<file path="src/design/pws_pkg.sv">
`default_nettype none
package pws_pkg;

	localparam int COORD_W = 24;

	localparam logic [1:0] MODE_NONE = 2'd0;
	localparam logic [1:0] MODE_MEAN = 2'd1;
	localparam logic [1:0] MODE_TRIM = 2'd2;
	localparam logic [1:0] MODE_SPARE = 2'd3;

	typedef struct packed {
		logic signed [COORD_W-1:0] pos_x;
		logic signed [COORD_W-1:0] pos_y;
		logic signed [COORD_W-1:0] pos_z;
	} pos_t;

	typedef struct packed {
		logic signed [COORD_W-1:0] filt_x;
		logic signed [COORD_W-1:0] filt_y;
		logic signed [COORD_W-1:0] filt_z;
		logic filt_ready;
	} filt_t;

	typedef enum logic [2:0] {
		S_IDLE,
		S_ACC,
		S_LOAD,
		S_DIV,
		S_DONE
	} state_t;

	typedef struct packed {
		logic shift;
		logic acc;
		logic first;
		logic load;
		logic step;
		logic trim;
	} axis_ctrl_t;

endpackage
`default_nettype wire

</file>
<file path="src/design/pws_axis.sv">
`default_nettype none
module pws_axis #(
	parameter int WINDOW_LEN = 8
) (
	input wire logic clk,
	input wire logic arst_n,
	input wire pws_pkg::axis_ctrl_t ctrl,
	input wire logic signed [pws_pkg::COORD_W-1:0] sample,
	output logic signed [pws_pkg::COORD_W-1:0] result
);

	localparam int CW = pws_pkg::COORD_W;
	localparam int IW = $clog2(WINDOW_LEN);
	localparam int SW = CW + IW + 1;
	localparam int RW = IW + 2;
	localparam logic [RW-1:0] DIV_MEAN = RW'(WINDOW_LEN);
	localparam logic [RW-1:0] DIV_TRIM = RW'(WINDOW_LEN - 2);

	logic signed [CW-1:0] win_q [WINDOW_LEN];
	logic signed [SW-1:0] sum_q;
	logic signed [CW-1:0] hi_q;
	logic signed [CW-1:0] lo_q;
	logic [SW-1:0] mag_q;
	logic [RW-1:0] rem_q;
	logic neg_q;

	logic signed [CW-1:0] elem;
	logic signed [SW-1:0] elem_ext;
	logic signed [SW-1:0] hi_ext;
	logic signed [SW-1:0] lo_ext;
	logic signed [SW-1:0] total;
	logic [RW-1:0] divisor;
	logic [RW-1:0] rem_sh;
	logic [SW-1:0] quot;

	assign elem = win_q[0];
	assign elem_ext = signed'({{(SW-CW){elem[CW-1]}}, elem});
	assign hi_ext = signed'({{(SW-CW){hi_q[CW-1]}}, hi_q});
	assign lo_ext = signed'({{(SW-CW){lo_q[CW-1]}}, lo_q});
	assign total = ctrl.trim ? (sum_q - hi_ext - lo_ext) : sum_q;
	assign divisor = ctrl.trim ? DIV_TRIM : DIV_MEAN;
	assign rem_sh = {rem_q[RW-2:0], mag_q[SW-1]};
	assign quot = neg_q ? (~mag_q + SW'(1)) : mag_q;
	assign result = signed'(quot[CW-1:0]);

	// window is a shift line, oldest at index 0; a full rotation restores it
	always_ff @(posedge clk or negedge arst_n) begin
		if (!arst_n) begin
			for (int i = 0; i < WINDOW_LEN; i++) begin
				win_q[i] <= '0;
			end
		end else if (ctrl.shift || ctrl.acc) begin
			for (int i = 0; i < WINDOW_LEN - 1; i++) begin
				win_q[i] <= win_q[i+1];
			end
			win_q[WINDOW_LEN-1] <= ctrl.shift ? sample : win_q[0];
		end
	end

	always_ff @(posedge clk) begin
		if (ctrl.acc) begin
			if (ctrl.first) begin
				sum_q <= elem_ext;
				hi_q <= elem;
				lo_q <= elem;
			end else begin
				sum_q <= sum_q + elem_ext;
				if (elem > hi_q) begin
					hi_q <= elem;
				end
				if (elem < lo_q) begin
					lo_q <= elem;
				end
			end
		end
		if (ctrl.load) begin
			neg_q <= total[SW-1];
			mag_q <= total[SW-1] ? unsigned'(-total) : unsigned'(total);
			rem_q <= '0;
		end else if (ctrl.step) begin
			// restoring division, one quotient bit per cycle
			if (rem_sh >= divisor) begin
				rem_q <= rem_sh - divisor;
				mag_q <= {mag_q[SW-2:0], 1'b1};
			end else begin
				rem_q <= rem_sh;
				mag_q <= {mag_q[SW-2:0], 1'b0};
			end
		end
	end

endmodule
`default_nettype wire

</file>
<file path="src/design/position_window_smoother.sv">
// channel | direction | handshake          | payload
// in      | into      | in_valid/in_stall  | in_data  (pws_pkg::pos_t)
// out     | out of    | out_valid/out_stall| out_data (pws_pkg::filt_t)
// cfg     | into      | cfg_we             | cfg_data (filter_mode)
// A filtered report is taken in, makes one pass over the window per axis, loads
// the divider and then gets one quotient bit per cycle from the serial divider.
// A report that does not filter goes from intake straight to the output stage.
// One report is in flight at a time; the output register holds a finished beat
// under stall while the next report is worked on, and that report's beat waits
// until the register drains.
// Reset clears window, counters, held values and mode; no clearing pass.
`default_nettype none
module position_window_smoother #(
	parameter int WINDOW_LEN = 8,
	parameter int HISTORY_LEN = 64
) (
	input wire logic clk,
	input wire logic arst_n,
	input wire logic in_valid,
	output logic in_stall,
	input wire pws_pkg::pos_t in_data,
	output logic out_valid,
	input wire logic out_stall,
	output pws_pkg::filt_t out_data,
	input wire logic cfg_we,
	input wire logic [1:0] cfg_data
);

	localparam int CW = pws_pkg::COORD_W;
	localparam int IW = $clog2(WINDOW_LEN);
	localparam int SW = CW + IW + 1;
	localparam int NW = $clog2(WINDOW_LEN + SW);
	localparam int FW = $clog2(HISTORY_LEN);

	pws_pkg::state_t state_q, state_d;
	logic [NW-1:0] cnt_q, cnt_d;
	logic [FW-1:0] fill_q;
	logic [FW:0] fill_inc;
	logic ready_q;
	logic ready_next;
	logic [1:0] mode_q;
	logic trim_q;
	logic active_q;
	logic active_now;
	logic accept;
	logic emit;
	logic out_valid_q;
	pws_pkg::filt_t out_q;
	logic signed [CW-1:0] held_x_q, held_y_q, held_z_q;
	logic signed [CW-1:0] res_x, res_y, res_z;
	pws_pkg::axis_ctrl_t ctrl;

	assign accept = in_valid && !in_stall;
	assign in_stall = (state_q != pws_pkg::S_IDLE);
	assign out_valid = out_valid_q;
	assign out_data = out_q;

	assign fill_inc = {1'b0, fill_q} + (FW+1)'(1);
	assign ready_next = ready_q || (fill_inc >= (FW+1)'(HISTORY_LEN));
	assign active_now = ready_next &&
		(mode_q == pws_pkg::MODE_MEAN || mode_q == pws_pkg::MODE_TRIM);

	always_comb begin
		state_d = state_q;
		cnt_d = cnt_q;
		emit = 1'b0;
		ctrl = '0;
		ctrl.trim = trim_q;
		unique case (state_q)
			pws_pkg::S_IDLE: begin
				if (accept) begin
					ctrl.shift = 1'b1;
					cnt_d = '0;
					state_d = active_now ? pws_pkg::S_ACC : pws_pkg::S_DONE;
				end
			end
			pws_pkg::S_ACC: begin
				ctrl.acc = 1'b1;
				ctrl.first = (cnt_q == '0);
				cnt_d = cnt_q + NW'(1);
				if (cnt_q == NW'(WINDOW_LEN - 1)) begin
					state_d = pws_pkg::S_LOAD;
				end
			end
			pws_pkg::S_LOAD: begin
				ctrl.load = 1'b1;
				cnt_d = '0;
				state_d = pws_pkg::S_DIV;
			end
			pws_pkg::S_DIV: begin
				ctrl.step = 1'b1;
				cnt_d = cnt_q + NW'(1);
				if (cnt_q == NW'(SW - 1)) begin
					state_d = pws_pkg::S_DONE;
				end
			end
			pws_pkg::S_DONE: begin
				// wait for the output register to drain
				if (!out_valid_q || !out_stall) begin
					emit = 1'b1;
					state_d = pws_pkg::S_IDLE;
				end
			end
			default: state_d = pws_pkg::S_IDLE;
		endcase
	end

	always_ff @(posedge clk or negedge arst_n) begin
		if (!arst_n) begin
			state_q <= pws_pkg::S_IDLE;
			cnt_q <= '0;
		end else begin
			state_q <= state_d;
			cnt_q <= cnt_d;
		end
	end

	always_ff @(posedge clk or negedge arst_n) begin
		if (!arst_n) begin
			mode_q <= pws_pkg::MODE_NONE;
			fill_q <= '0;
			ready_q <= 1'b0;
			trim_q <= 1'b0;
			active_q <= 1'b0;
			out_valid_q <= 1'b0;
			held_x_q <= '0;
			held_y_q <= '0;
			held_z_q <= '0;
		end else begin
			if (cfg_we) begin
				mode_q <= cfg_data;
			end
			if (accept) begin
				fill_q <= (fill_inc >= (FW+1)'(HISTORY_LEN)) ? '0 : fill_inc[FW-1:0];
				ready_q <= ready_next;
				trim_q <= (mode_q == pws_pkg::MODE_TRIM);
				active_q <= active_now;
			end
			if (emit) begin
				out_valid_q <= 1'b1;
				if (active_q) begin
					held_x_q <= res_x;
					held_y_q <= res_y;
					held_z_q <= res_z;
				end
			end else if (!out_stall) begin
				out_valid_q <= 1'b0;
			end
		end
	end

	always_ff @(posedge clk) begin
		if (emit) begin
			out_q.filt_x <= active_q ? res_x : held_x_q;
			out_q.filt_y <= active_q ? res_y : held_y_q;
			out_q.filt_z <= active_q ? res_z : held_z_q;
			out_q.filt_ready <= active_q;
		end
	end

	pws_axis #(.WINDOW_LEN(WINDOW_LEN)) u_axis_x (
		.clk(clk), .arst_n(arst_n), .ctrl(ctrl), .sample(in_data.pos_x), .result(res_x)
	);
	pws_axis #(.WINDOW_LEN(WINDOW_LEN)) u_axis_y (
		.clk(clk), .arst_n(arst_n), .ctrl(ctrl), .sample(in_data.pos_y), .result(res_y)
	);
	pws_axis #(.WINDOW_LEN(WINDOW_LEN)) u_axis_z (
		.clk(clk), .arst_n(arst_n), .ctrl(ctrl), .sample(in_data.pos_z), .result(res_z)
	);

endmodule
`default_nettype wire

</file>
<file path="config.mk">
export PLATFORM = sky130hd
export DESIGN_NAME = position_window_smoother
export DESIGN_NICKNAME = d
export VERILOG_FILES = /design/src/design/pws_pkg.sv /design/src/design/pws_axis.sv /design/src/design/position_window_smoother.sv
export SDC_FILE = /design/constraint.sdc
export NUM_CORES = 2
export LEC_CHECK = 0
export BUFFER_PORTS_ARGS = -buffer_cell sky130_fd_sc_hd__buf_2
export CORE_MARGIN = 3
export CORE_UTILIZATION = 32
export DETAILED_ROUTE_END_ITERATION = 8
export PLACE_DENSITY = 0.54
export SLEW_MARGIN = 20
export SYNTH_ARGS = -nofsm -noshare
export SYNTH_HDL_FRONTEND = slang
export SYNTH_SLANG_ARGS = --single-unit
</file>
<file path="constraint.sdc">
create_clock -name clk -period 16.8 [get_ports clk]
set_input_delay 0.84 -clock clk [delete_from_list [all_inputs] [get_ports clk]]
set_output_delay 0.84 -clock clk [all_outputs]
set_load 0.005 [all_outputs]
</file>
== Word-level counts from Yosys, hierarchy flattened ==
Index checks and enable logic that the tools add are counted.
Widths: inputs -> output; s select.

* Bits in registers: 1,069
* Bits of input ports: 79

* Add/sub/neg operators: 20
* Order comparisons: 10
* Equality and inequality tests: 13
* Mux-type cells: 61
* Bitwise operators: 3
* Reduce and logical (&&, ||, !) cells: 29

{| class="wikitable"
|+ Operators by type and width
! cell !! number
|-
| $mux 24 || 21
|-
| $mux 28 || 15
|-
| $sub 28x24->28 || 6
|-
| $add 28x24->28 || 3
|-
| $neg 28->28 || 3
|-
| $add 24x1->24 const B || 3
|-
| $gt 24x24->1 || 3
|-
| $lt 24x24->1 || 3
|-
| $not 24->24 || 3
|-
| $pmux 6 s3 || 1
|-
| $mux 4 || 4
|-
| $ge 5x4->1 || 3
|-
| $mux 3 || 5
|-
| $pmux 3 s5 || 1
|-
| $reduce_and 2->1 || 7
|-
| $reduce_bool 2->1 || 7
|-
| $mux 6 || 2
|-
| $sub 4x4->4 || 3
|-
| $mux 1 || 11
|-
| $ne 2x2->1 const B || 4
|-
| $add 6x1->7 const B || 1
|-
| $ge 7x7->1 const B || 1
|-
| $add 6x1->6 const B || 1
|-
| $eq 3x2->1 const B || 2
|-
| other kinds (16) || 23
|}

== Logic depth before layout (Yosys ltp) ==
* Depth after elaboration: 7
* Mapped depth: 18
* Gate-level depth less buffers: 15

== Cells and area by module ==
A second synthesis with hierarchy kept.

* Cell total of the unflattened synthesis: 5,098
* Area total of the unflattened synthesis: 59,475.8 sq um

{| class="wikitable"
|+ Modules (own cells, without submodules)
! module !! times used !! cells an instance !! area an instance (sq um) !! sequential area each (sq um)
|-
| pws_axis (u_axis_y) || 1 || 1,546 || 17,591.9 || 8,037.7
|-
| pws_axis (u_axis_z) || 1 || 1,563 || 17,539.3 || 8,037.7
|-
| pws_axis (u_axis_x) || 1 || 1,570 || 17,516.8 || 8,037.7
|-
| position_window_smoother || 1 || 419 || 6,827.8 || 4,519.3
|}

== Least setup slack after synthesis ==
OpenSTA, ideal clock, no wires.

* Path kind: reg-to-reg
* From: reg state_q[2]
* To: reg u_axis_z.hi_q[0] (enable)
* Setup time: 442 ps
* Data arrival time: 5,990 ps
* Path slack: 10,368 ps
* Stages on the path, launching flop included: 8
* Path buffers: 3
* Period minus slack after synthesis: 6,432 ps
* Cells stage by stage: dfrtp_1 -> clkbuf_1 -> nand2b_1 -> clkbuf_1 -> nor2_1 -> clkbuf_1 -> o21ai_0 -> o31ai_1

* Longest elaborated chain between the ends: 4

{| class="wikitable"
|+ RTL lines
! what !! line !! RTL
|-
| start, declared || position_window_smoother.sv:35 || <nowiki>pws_pkg::state_t state_q, state_d;</nowiki>
|-
| start signal, assigned || position_window_smoother.sv:110 || <nowiki>state_q <= pws_pkg::S_IDLE;</nowiki>
|-
| start signal, assigned || position_window_smoother.sv:113 || <nowiki>state_q <= state_d;</nowiki>
|-
| $eq 3x1->1 * || position_window_smoother.sv:69 || <nowiki>unique case (state_q)</nowiki>
|-
| $mux 2 * || position_window_smoother.sv:69 ||
|-
| $reduce_bool 2->1 (no source line) || n/a ||
|-
| $reduce_and 2->1 (no source line) * || n/a ||
|-
| end signal, assigned || pws_axis.sv:64 || <nowiki>hi_q <= elem;</nowiki>
|-
| end signal, assigned || pws_axis.sv:69 || <nowiki>hi_q <= elem;</nowiki>
|-
| end, declared || pws_axis.sv:21 || <nowiki>logic signed [CW-1:0] hi_q;</nowiki>
|}

Every way passes the cells marked *; elsewhere a longest branch is shown, timed or not.
A chain may end at the register's enable or synchronous reset.

== Worst setup path after layout ==
* From: reg u_axis_y.sum_q[7]
* To: reg u_axis_y.mag_q[27] (data pin)

* Longest elaborated chain between the ends: 6

{| class="wikitable"
|+ RTL lines
! what !! line !! RTL
|-
| start, declared || pws_axis.sv:20 || <nowiki>logic signed [SW-1:0] sum_q;</nowiki>
|-
| start signal, assigned || pws_axis.sv:63 || <nowiki>sum_q <= elem_ext;</nowiki>
|-
| start signal, assigned || pws_axis.sv:67 || <nowiki>sum_q <= sum_q + elem_ext;</nowiki>
|-
| $sub 28x24->28 (2 in series) || pws_axis.sv:40 || <nowiki>assign total = ctrl.trim ? (sum_q - hi_ext - lo_ext) : sum_q;</nowiki>
|-
| $mux 28 * || pws_axis.sv:40 ||
|-
| $neg 28->28 || pws_axis.sv:78 || <nowiki>mag_q <= total[SW-1] ? unsigned'(-total) : unsigned'(total);</nowiki>
|-
| $mux 28 * || pws_axis.sv:78 ||
|-
| $mux 28 * || pws_axis.sv:76 || <nowiki>if (ctrl.load) begin</nowiki>
|-
| end signal, assigned || pws_axis.sv:78 ||
|-
| end signal, assigned || pws_axis.sv:84 || <nowiki>mag_q <= {mag_q[SW-2:0], 1'b1};</nowiki>
|-
| end signal, assigned || pws_axis.sv:87 || <nowiki>mag_q <= {mag_q[SW-2:0], 1'b0};</nowiki>
|-
| end, declared || pws_axis.sv:23 || <nowiki>logic [SW-1:0] mag_q;</nowiki>
|}

Marks and branches as above.

==> metrics.yaml <==
status: "completed"
drive_gt1_frac: 0.194
grt_pass1_vias: 38000
top_usage_layer: "met2"
endpoint_kind: "flip-flop"
met2_usage: 0.220
ys_async_sr_fraction: 0.626
cts_max_level: 3
ys_seq_area_frac: 0.490
synth.avg_cell_area_um2: 11.5
slew_headroom: 0.331
synth_seq_cells: 1069
core_area_um2: 181000
start_util: 0.323
grt_setup_unrepaired: "false"
ff_latch_area_um2: 28600
cts_hold_buffers: 0
clock_latency_ps: 740
yosys.area.top_type: "dfrtp_1"
num_vias: 38900
clockBufferDepth: 3
finalHoldViolCount: 0
ys_dominant_reg_cell: "dfrtp_1"
place.gp.congestion: 0.843
critPathLaunchType: "flip-flop"
grt_pass1_wl_um: 218000
synth_area_um2: 58400
numCtsBuffers: 114
endpoint: "u_axis_y.mag_q[27]"
synth_cell_types: 101
multiInputGateArea_um2: 27800
syn_nets: 5576
rr_worst_depth: 13
antenna_found_initial: 22
grt-ovfl-total: 0
maxCapViolations: 0
tightest_slew_ps: 1000
finalSetupViolations: 0
postLayoutCoreUtil: 0.362
power_leakage_nw: 32.3
worstPathArrival_ps: 5320
ys_top_cells_by_area: "dfrtp_1, edfxtp_1, mux2_2, ha_1, fa_1"
holdCritPathClass: "in -> async"
finalClockSkew_ps: 59.1
post_cts_buffers: 0
r2r_end: "u_axis_y.mag_q[27]"
use_met3: 0.0243
cts-root-buf: "clkbuf_16"
avgRoutedWirePerCell_um: 18.0
synth_edf_count: 388
cts-resized-gates: 0
dr.pass1.iters: 6
clkSinkCount: 1069
grt_usage: 0.145
cp.required_ps: 17330
crit_fanout: 6
grt_start_max_net_pins: 196
reg2reg_from: "u_axis_y.sum_q[7]"
ios: 154
maxSlewViolCount: 0
drc: 0
fillers: 17700
clk_pin_slew_ps: 60
die_height_um: 433
area_growth_pct: 12.2
fmax_mhz: 209
powerDensity_nw_per_um2: 81.0
dieArea_um2: 188000
vias_per_cell: 5.08
syn_inst: 5079
dr.first_iter.drc_count: 2807
io_buffers: 153
ant_nets: 0
synth_warnings: 0
period_share: 0.285
dpl.hpwl_um: 98900
final.min_clock_period_ps: 4790
cts_tree: "yes"
rows: 156
crit_type: "reg -> reg"
wirelength_um: 138000
synth_top_area_frac: 0.287
die_w_um: 433
fin_setup_tns_ps: 0
crit_path_start: "u_axis_y.sum_q[7]"
grt_use_met1: 0.213
r2r_slack_ps: 12010
vdd_drop_max_uv: 92.1
final_nets: 5677
## cells by family (layout without fill, tap and decap cells)
| family | count (synthesis) | count (layout) | synth area share |
|---|---|---|---|
| XOR/XNOR | 236 | 236 | 0.0354 |
| buffers and inverters | 518 | 721 | 0.0353 |
| flip-flops | 1069 | 1069 | 0.490 |
| AO/OA/AOI/OAI | 1144 | 1144 | 0.129 |
| adder cells (fa/ha/maj) | 418 | 418 | 0.101 |
| AND/OR/NAND/NOR | 1072 | 1072 | 0.0904 |
| multiplexers | 622 | 622 | 0.119 |
| other | 0 | 8 | 0 |
## cell usage in the layout, fill, tap and decap left out, types with 16 or more instances in the layout
master / instances
a211oi_1: 30
clkbuf_1: 28
nand4_1: 65
a21oi_1: 292
mux2i_1: 32
nand3_1: 80
o31ai_1: 56
buf_2: 152
and2_1: 20
dfrtp_1: 667
xnor2_1: 100
o21a_1: 48
o21ai_1: 27
o21ai_0: 266
a31oi_1: 28
ha_1: 331
a21o_1: 113
nor2b_1: 52
mux2_2: 590
inv_1: 308
o211ai_1: 19
nor2_1: 236
a222oi_1: 73
fa_1: 87
xor2_1: 136
nand2_1: 323
nand2b_1: 59
clkbuf_16: 117
o22ai_1: 16
clkinv_2: 23
edfxtp_1: 388
nor4_1: 17
buf_4: 35
nor3_1: 61
and3_1: 29
o41ai_1: 16
or3_1: 47
## flip-flops by register name, indices dropped and copies added, names as in the netlist, 28 cells and up
signal and count:
u_axis_x.win_q 168, u_axis_y.win_q 168, u_axis_x.sum_q 28, u_axis_z.win_q 168, u_axis_z.mag_q 28, u_axis_y.sum_q 28, u_axis_z.sum_q 28, out_data 73
u_axis_x.mag_q 28, u_axis_y.mag_q 28
## through the flow
step / cells / cell area (um2) / power [mW] / setup WS (ps) / hold slack (ps)
final: 7660 / 65600 / 5.31 / 12010 / 163
after global routing: 7652 / 65500 / 5.51 / 11730 / 182
after CTS: 7651 / 65500 / 5.41 / 12060 / 130
after detailed placement: 7433 / 61600 / 2.79 / 12120 / 445
after global placement: 7433 / 61600 / 2.79 / 12190 / 441
after floorplan: 5079 / 58400 / 2.74 / 10370 / 423
## final cells by class
class / instances / area share
antenna: 8 / 0.000305
clock buffer: 158 / 0.0490
clock inverter: 60 / 0.0101
inverter: 312 / 0.0180
multi-input combinational: 3492 / 0.424
sequential: 1069 / 0.437
tap: 2370 / 0.0452
timing repair buffer: 191 / 0.0168
## how the worst min path moves through the flow
stage	endpoint	slack [ps]	cells after the start
after floorplan	out_data[0]	420	0
after global placement	ready_q	440	1
after detailed placement	ready_q	450	1
after CTS	held_z_q[21]	130	1
after global routing	held_z_q[23]	180	1
final	held_z_q[23]	160	1
## power by group
| group | internal (mW) | switching [mW] |
|---|---|---|
| sequential | 2.69 | 0.000186 |
| combinational | 0.00885 | 0.0382 |
| clock | 1.48 | 1.09 |
## metal layers
layer	part of all wire	routed length [um]
met1	0.50	69200
met4	0.017	2300
met5	0.00045	62
met3	0.049	6780
met2	0.43	59700
## critical path: stages (launching register included)
cell and delay (ps):
edfxtp_1 450, fa_1 470, ha_1 420, a21oi_1 90, o21ai_0 510, a32oi_1 280
a21oi_1 320, o21a_1 210, o311ai_1 180, o41ai_1 650, nand3_1 240, nor3_1 340
nand4_1 160, o21ai_0 250
## cell usage after synthesis (all sizes together), types with 57 or more instances
cell and number:
a21o 113, a21oi 296, a222oi 73, clkbuf 166, dfrtp 669, edfxtp 388
fa 87, ha 331, inv 312, mux2 590, nand2 323, nand2b 60
nand3 80, nand4 65, nor2 238, nor3 62, o21ai 297, o31ai 57
xnor2 100, xor2 136
Power figures use the tool's default switching activity.
